### config.mk
export PLATFORM = sky130hd
export DESIGN_NAME = mpr_med
export DESIGN_NICKNAME = d
export VERILOG_FILES = /design/src/rtl/mpr_pkg.sv /design/src/rtl/mpr_med.sv
export SDC_FILE = /design/constraint.sdc
export NUM_CORES = 1
export LEC_CHECK = 0
export ABC_CLOCK_PERIOD_IN_PS = 28700
export BUFFER_PORTS_ARGS = -buffer_cell sky130_fd_sc_hd__buf_2
export CAP_MARGIN = 20
export CORE_ASPECT_RATIO = 0.8
export CORE_MARGIN = 8
export CORE_UTILIZATION = 55
export DETAILED_ROUTE_END_ITERATION = 8
export PLACE_DENSITY = 0.8
export RECOVER_POWER = 100
export SLEW_MARGIN = 20
export SYNTH_ARGS = -nofsm -noshare
export SYNTH_HDL_FRONTEND = slang
export SYNTH_SLANG_ARGS = --single-unit
export TNS_END_PERCENT = 30
### constraint.sdc
create_clock -name vclk -period 28.7
set_clock_uncertainty 0.15 [all_clocks]
set_input_delay 5.74 -clock vclk [all_inputs]
set_output_delay 5.74 -clock vclk [all_outputs]
set_load 0.05 [all_outputs]
### src/rtl/mpr_pkg.sv
// Shared widths, types and register codes of the MED prediction block.
package mpr_pkg;

  localparam int SampleInW     = 10;
  localparam int SampleOutW    = 9;
  localparam int FrameWidthW   = 11;
  localparam int FrameHeightW  = 16;
  localparam int ChannelCountW = 2;
  localparam int ChanEffW      = ChannelCountW + 1;
  localparam int CfgIdxW       = 2;
  localparam int CfgDataW      = 16;
  localparam int PixelMax      = 255;

  typedef logic [7:0] pixel_t;
  typedef logic signed [SampleInW-1:0]  sample_in_t;
  typedef logic signed [SampleOutW-1:0] sample_out_t;

  typedef enum logic [CfgIdxW-1:0] {
    REG_FRAME_WIDTH   = 2'd0,
    REG_FRAME_HEIGHT  = 2'd1,
    REG_CHANNEL_COUNT = 2'd2,
    REG_DECODE_MODE   = 2'd3
  } cfg_reg_e;

endpackage

### src/rtl/mpr_med.sv
// Median edge detector prediction plus residual / reconstruction datapath.
module mpr_med import mpr_pkg::*; (
  input  pixel_t      a_i,
  input  pixel_t      b_i,
  input  pixel_t      c_i,
  input  sample_in_t  raw_i,
  input  logic        decode_i,
  output pixel_t      pix_o,
  output sample_out_t sample_out_o
);

  pixel_t              lo, hi, pred;
  logic signed [9:0]   grad;
  logic signed [10:0]  recon;
  pixel_t              pix_enc, pix_dec;

  // MED predictor: min/max on edges, planar gradient otherwise
  always_comb begin
    lo   = (a_i < b_i) ? a_i : b_i;
    hi   = (a_i < b_i) ? b_i : a_i;
    grad = $signed({2'b00, a_i}) + $signed({2'b00, b_i}) - $signed({2'b00, c_i});
    if (c_i >= hi) begin
      pred = lo;
    end else if (c_i <= lo) begin
      pred = hi;
    end else begin
      pred = grad[7:0];
    end
  end

  // encode: saturate the incoming pixel to 0..255
  always_comb begin
    if (raw_i < 0) begin
      pix_enc = '0;
    end else if (raw_i > SampleInW'(PixelMax)) begin
      pix_enc = pixel_t'(PixelMax);
    end else begin
      pix_enc = raw_i[7:0];
    end
  end

  // decode: prediction plus residual, clamped to 0..255
  always_comb begin
    recon = $signed({3'b000, pred}) + $signed({raw_i[SampleInW-1], raw_i});
    if (recon < 0) begin
      pix_dec = '0;
    end else if (recon > 11'sd255) begin
      pix_dec = pixel_t'(PixelMax);
    end else begin
      pix_dec = recon[7:0];
    end
  end

  always_comb begin
    if (decode_i) begin
      pix_o        = pix_dec;
      sample_out_o = $signed({1'b0, pix_dec});
    end else begin
      pix_o        = pix_enc;
      sample_out_o = $signed({1'b0, pix_enc}) - $signed({1'b0, pred});
    end
  end

endmodule

== After elaboration in Yosys (flattened, before gate mapping) ==
Cells that the tools add are included.
Word-level totals
  bits in registers: 0
  input bits: 35
  output and inout bits: 17
  logic and storage cells: 21
Cells by class
  add/subtract/negate cells: 4
  magnitude comparators: 7
  mux-type cells: 10
Operators by type and width (count)
  $mux 8: 9
  $add 9x10->11: 1
  $gt 11x9->1 const B: 1
  $lt 11x1->1 const B: 1
  $gt 10x9->1 const B: 1
  $lt 10x1->1 const B: 1
  $mux 9: 1
  $sub 8x8->9: 1
  $add 8x8->8: 1
  $ge 8x8->1: 1
  $le 8x8->1: 1
  $lt 8x8->1: 1
  $sub 8x8->8: 1

== Logic depth before layout (Yosys ltp) ==
Gate-level depths: netlist of the first run.
  word-level depth: 10
  mapped depth: 24
  mapped depth without buffers: 23

== Least setup slack after synthesis of the first run ==
Ideal clock, no wire load.
  path type: input -> output
  from: input b_i[5]
  to: output pix_o[7]
  data arrival time: 12.067 ns
  required time: 22.810 ns
  setup slack: 10.743 ns
  cell stages on the path: 22
  path buffers: 2
  path through: inv_1 -> ha_1 -> a2111oi_1 -> nand2b_1 -> o21ai_2 -> buf_2 -> buf_2 -> a21oi_1 -> ha_1 -> a2111o_1 -> nor2_1 -> o21ai_0 -> and2_1 -> mux2i_1 -> o221a_2 -> ha_1 -> fa_1 -> and3_4 -> o2111a_2 -> o31ai_4 -> and2_2 -> o311ai_0
On the way
  word-level cells in the longest chain between the ends: 10
  elaborated cells between the ends (all ways): 15
  those cells by class: 3 x add/sub; 5 x order compare; 7 x mux
Ends and longest elaborated chain
  from (decl): line mpr_med.sv:4  | input pixel_t b_i,
  $lt 8x8->1: line mpr_med.sv:19, mpr_med.sv:20
  $mux 8: line mpr_med.sv:19  | lo = (a_i < b_i) ? a_i : b_i;
  $le 8x8->1: line mpr_med.sv:24  | end else if (c_i <= lo) begin
  $mux 8: line mpr_med.sv:24
  $mux 8 *: line mpr_med.sv:22  | if (c_i >= hi) begin
  $add 9x10->11 *: line mpr_med.sv:44  | recon = $signed({3'b000, pred}) + $signed({raw_i[SampleInW-1], raw_i});
  $gt 11x9->1: line mpr_med.sv:47  | end else if (recon > 11'sd255) begin
  $mux 8: line mpr_med.sv:47
  $mux 8 *: line mpr_med.sv:45  | if (recon < 0) begin
  $mux 8 *: line mpr_med.sv:55  | if (decode_i) begin
  to (decl): line mpr_med.sv:8  | output pixel_t pix_o,
Every way passes the cells marked *; elsewhere a longest branch is shown, timed or not.

== Worst setup path after layout of the first run ==
  from: input b_i[5]
  to: output pix_o[6]
Same word-level chain as after synthesis.

==> results of run 1 <==
## path summary, 6_finish.rpt
path	from	end	slack, ps	cells after the start
worst max-delay path	b_i[5]	pix_o[6]	8570	24
worst min-delay path	decode_i	sample_out_o[8]	11900	3
## cell usage in the layout (no fill, tap or decap), types with 5 or more instances in the layout
master,count
nand2_1,8
fa_1,9
xnor2_1,13
xor2_1,6
ha_1,48
o211ai_1,6
nand3_1,5
clkbuf_1,13
a21oi_1,30
inv_1,42
a21o_1,6
buf_2,40
o221ai_1,5
o21ai_0,23
o31ai_1,13
nor2_1,40
## logic make-up (layout without fill, tap and decap cells)
family | after synthesis | in the layout | synth area share
AOI/OAI and AO/OA | 118 | 118 | 0.356
xor gates and xnor gates | 19 | 19 | 0.0669
buffers and inverters | 50 | 95 | 0.0845
and+or+nand+nor | 78 | 78 | 0.153
adders and majority gates | 57 | 57 | 0.314
muxes | 6 | 6 | 0.0256
## power breakdown
part	switching, mW	internal [mW]	leakage (nW)
Clock	0	0	0
Combinational	0.134	0.0713	1.35
Sequential	0	0	0
Total	0.134	0.0713	1.35
## layout make-up
| class | count | area, sq um | area share |
|---|---|---|---|
| well taps | 60 | 75.1 | 0.0276 |
| repair buffers | 53 | 249 | 0.0914 |
| inverters | 42 | 158 | 0.0579 |
| multi-input cells | 278 | 2240 | 0.823 |
## worst max-delay path: stages
cell and delay [ps]:
buf_2 110, inv_1 130, ha_1 260, a2111oi_0 550
nand2b_1 110, o21ai_0 1170, clkbuf_1 680, mux2_2 410
ha_1 260, nand2b_1 150, a211oi_1 210, o21ai_0 190
a2bb2oi_1 290, mux2i_1 260, o221a_2 390, ha_1 220
fa_1 410, and3_4 220, o2111a_2 270, o31ai_1 600
o221ai_1 570, o31ai_1 560, o31ai_1 140, clkbuf_1 320
## stage by stage
stage	util	area, sq um	power (mW)	hold slack, ps	std cells
3_3_place_gp	0.623	2780	0.205	11860	433
2_1_floorplan	-	2490	0.166	11750	328
6_report	0.611	2720	0.206	11900	433
3_5_place_dp	0.623	2780	0.208	11870	433
5_1_grt	0.611	2720	0.226	11920	433
4_1_cts	0.623	2780	0.209	11880	433
## per-layer routing
metal  part of all wire  track usage  wire length [microns]  vias up
met2               0.42        0.297                   2940       82
li1                   -            -                      -     1316
met1               0.51        0.283                   3530     1216
met3              0.063       0.0256                    435        4
met4             0.0048       0.0114                     33        0
met5                  0            0                      0        -
==> reports/results.ini, run 1 <==
[floorplan]
ios = 52
floorplan.initialDensity = 0.558
design.core.area_sq_um = 4460
dieArea_sq_um = 6950
num_rows = 22
die_w_microns = 91.2
die_h_microns = 76.2

[timing]
maxSlewViolCount = 17
rsz0062_at_grt = false
slew_headroom = -0.0158
finalCriticalPeriod_ps = 20130
fin_crit_sh = 0.701
setup_viol = 0
tns_ps = 0
finalWorstSetupSlack_ps = 8570
worstMarginPinSlew_ps = 1510
hold_violations = 0
max_freq_ghz = 0.0497

[synthesis]
syn_inst = 328
synth_cell_types = 61
yosysWarnings = 0
syn_nets = 420
yosysSeqAreaShare = 0
synth_most_common_cell = ha_1
synth_top_area_cell = ha_1
yosysTopAreaCellShare = 0.241
synth_area_per_cell_sq_um = 7.59
synth_area_leaders = ha_1 24%, fa_1 7.2%, inv_1 6.3%
synthTopCellsByCount = 48 x ha_1, 42 x inv_1, 40 x nor2_1
syn_area_sq_um = 2490

[run_status]
status = finished, violations left
violations = max-capacitance violations, max-slew violations

[layout]
fin_nets = 467
final.fill_count = 426
regArea_sq_um = 0
num_antenna_cells = 0
clock_buffers = 0
drive_above_1_share = 0.145
nFlopsAndLatches = 0
area_delta_synth_final_pct = 9.45

[route]
drc = 0
via_count = 2618
drt_iter0_markers = 176
wirelength_mm = 6.93
drtAntennaViolNets = 0
vias_per_cell = 6.05
wl_per_cell_microns = 16.0
drtPass1Iterations = 4

[placement]
dp_slack_ps = 10460
portBuffers = 52
gp_congestion = 1.01
dp.final_hpwl_mm = 5.93

[clock_network]
hold_buffers = 0
cts_resized = 0
post_cts_buffers = 0

[critical_path]
worstPathArrival_ps = 14240
crit_type = input pin to primary output
required_ps = 22810
end_kind = primary output
critPathLaunchType = input pin
crit_fanout = 19

[global_route]
grt_pass1_wl_mm = 11.8
grt_overflow = 0
antenna_found_initial = 0
first_global_vias = 2484
gr-usage-all-layers = 0.192
grt_max_degree = 23

[hold_path]
hp-class = input pin to primary output

[power]
powerDensity_nw_per_um2 = 75.5
leakagePower_nw = 1.35
peakVddDrop_v = 0.0000543

[run]
drv_cap = 1

No activity file was read; power rests on OpenSTA's default activity.
==> run 2, diff against run 1 <==
--- a/config.mk
+++ b/config.mk
@@ -5,7 +5,7 @@
 export SDC_FILE = /design/constraint.sdc
 export NUM_CORES = 1
 export LEC_CHECK = 0
-export ABC_CLOCK_PERIOD_IN_PS = 28700
+export ABC_CLOCK_PERIOD_IN_PS = 18900
 export BUFFER_PORTS_ARGS = -buffer_cell sky130_fd_sc_hd__buf_2
 export CAP_MARGIN = 20
 export CORE_ASPECT_RATIO = 0.8
==> constraint.sdc (replaced) <==
create_clock -name vclk -period 18.9
set_clock_uncertainty 0.15 [all_clocks]
set_input_delay 3.78 -clock vclk [all_inputs]
set_output_delay 3.78 -clock vclk [all_outputs]
set_load 0.05 [all_outputs]
==> run 2 against run 1 <==
Against the previous run:
- worst setup slack worse by 6000 ps
- sequential cell count unchanged
- first-iteration DRC count up 9.7%
- global-route usage up 0.12 points
- largest cell class unchanged
- routed wire length up 1.1%
- the flow still finishes with violations (max-capacitance violations, max-slew violations)
- total power up 52%
==> reports/results.ini, run 2 (synthesis results as in run 1) <==
[timing]
fin_crit_sh = 0.862
setup_viol = 0  ; unchanged
slew_headroom = -0.0893  ; -0.0735
maxSlewViolCount = 17  ; unchanged
worstMarginPinSlew_ps = 1620  ; +109 ps
tns_ps = 0  ; unchanged
max_freq_ghz = 0.0614
finalWorstSetupSlack_ps = 2620  ; -5960 ps
hold_violations = 0  ; unchanged
finalCriticalPeriod_ps = 16280
rsz0062_at_grt = false

[floorplan]
num_rows = 22  ; unchanged
die_w_microns = 91.2  ; unchanged
ios = 52  ; unchanged
dieArea_sq_um = 6950  ; unchanged
floorplan.initialDensity = 0.558  ; unchanged
die_h_microns = 76.2  ; unchanged
design.core.area_sq_um = 4460  ; unchanged

[power]
peakVddDrop_v = 0.0000737  ; +36%
fin_total_pwr_mw = 0.313  ; +52%
leakagePower_nw = 1.35  ; about the same
powerDensity_nw_per_um2 = 115  ; +52%

[clock_network]
post_cts_buffers = 0  ; unchanged
cts_resized = 0  ; unchanged
hold_buffers = 0  ; unchanged

[global_route]
grt_max_degree = 23  ; unchanged
gr-usage-all-layers = 0.193  ; +0.00123
antenna_found_initial = 0  ; unchanged
grt_pass1_wl_mm = 11.8  ; -0.18%
grt_overflow = 0  ; unchanged
first_global_vias = 2495  ; +0.44%

[hold_path]
hp-class = input pin to primary output

[route]
drtAntennaViolNets = 0  ; unchanged
dr_wl_met2_mm = 2.95  ; +0.58%
drc = 0  ; unchanged
drt_iter0_markers = 193  ; +9.7%
highest-signal-layer = met4
vias_per_cell = 6.19  ; +2.3%
wl_met3_microns = 547  ; +26%
wl_per_cell_microns = 16.2  ; +1.1%
drtPass1Iterations = 5  ; +1
wl_met1_mm = 3.46  ; -1.8%
wirelength_mm = 7.00  ; +1.1%
via_count = 2679  ; +2.3%

[run_status]
status = finished, violations left
violations = max-capacitance violations, max-slew violations

[layout]
layout_common_cells = 48 x ha_1, 42 x inv_1, 40 x nor2_1, 40 x buf_2, 30 x a21oi_1
fin_nets = 467  ; unchanged
num_antenna_cells = 0  ; unchanged
utilization = 0.611  ; unchanged
drive_above_1_share = 0.145  ; unchanged
regArea_sq_um = 0  ; unchanged
multiInputGateArea_sq_um = 2240  ; unchanged
area_delta_synth_final_pct = 9.45  ; unchanged
final_common_cell = ha_1
final.fill_count = 411  ; -3.5%
nFlopsAndLatches = 0  ; unchanged
clock_buffers = 0  ; unchanged

[critical_path]
required_ps = 14970  ; -7840 ps
end_kind = primary output
crit_type = input pin to primary output
startpoint = b_i[5]
crit_fanout = 19  ; unchanged
crit_path_top_delay_cell = o21ai_0
critPathLaunchType = input pin
critical-path-max-stage-delay_ps = 1250  ; +80 ps
crit_chain = buf_2 -> inv_1 -> ha_1 -> a2111oi_0 -> nand2b_1 -> o21ai_0 -> clkbuf_1 -> mux2_2 -> ha_1 -> nand2b_1 -> a211oi_1 -> o21ai_0 -> a2bb2oi_1 -> mux2i_1 -> o221a_2 -> ha_1 -> fa_1 -> and3_4 -> o2111a_2 -> o31ai_1 -> o221ai_1 -> o31ai_1 -> o21ai_0 -> clkbuf_1
worstSetupEndpoint = sample_out_o[6]
worstPathArrival_ps = 12350  ; -1890 ps

[placement]
gp_congestion = 1.01  ; about the same
portBuffers = 52  ; unchanged
dp.final_hpwl_mm = 5.91  ; -0.37%
dp_slack_ps = 4620  ; -5840 ps

[run]
drv_cap = 1  ; unchanged

run 2: critical path: cells and delay by family:
| kind | cells | cell delay [ps] |
|---|---|---|
| multiplexers | 2 | 680 |
| adder cells (fa/ha/maj) | 4 | 1150 |
| AO/OA/AOI/OAI | 11 | 5000 |
| AND/OR/NAND/NOR | 3 | 480 |
| buffers and inverters | 4 | 1250 |
run 2: worst min path at each step:
| stage | slack, ps | depth (start not counted) | end | startpoint |
|---|---|---|---|---|
| detailed placement | 7950 | 4 | pix_o[3] | raw_i[3] |
| global placement | 7940 | 4 | pix_o[3] | raw_i[3] |
| global route | 8000 | 3 | sample_out_o[8] | decode_i |
| floorplan | 7830 | 2 | pix_o[1] | raw_i[1] |
| CTS | 7950 | 4 | pix_o[3] | raw_i[3] |
| finish | 7970 | 3 | sample_out_o[8] | decode_i |
run 2: layout make-up:
cell class                      instances  area share
Tap cell                               60      0.0276
Timing Repair Buffer                   53      0.0914
Inverter                               42      0.0579
Multi-Input combinational cell        278       0.823
run 2: report_power, final:
group	internal, mW	switching (mW)	leakage (nW)	total, mW
logic	0.108	0.205	1.35	0.313
registers	0	0	0	0
clock network	0	0	0	0
total	0.108	0.205	1.35	0.313
run 2: through the flow:
step / cell area (sq um) / std cells / hold slack [ps]
2_1_floorplan: 2490 / 328 / 7830
3_3_place_gp: 2780 / 433 / 7940
3_5_place_dp: 2780 / 433 / 7950
4_1_cts: 2780 / 433 / 7950
5_1_grt: 2720 / 433 / 8000
6_report: 2720 / 433 / 7970
run 2: routing by layer:
layer / track usage / up-vias
met5: 0 / -
met4: 0.0131 / 0
met3: 0.0305 / 10
met2: 0.301 / 113
met1: 0.281 / 1244
li1: - / 1312
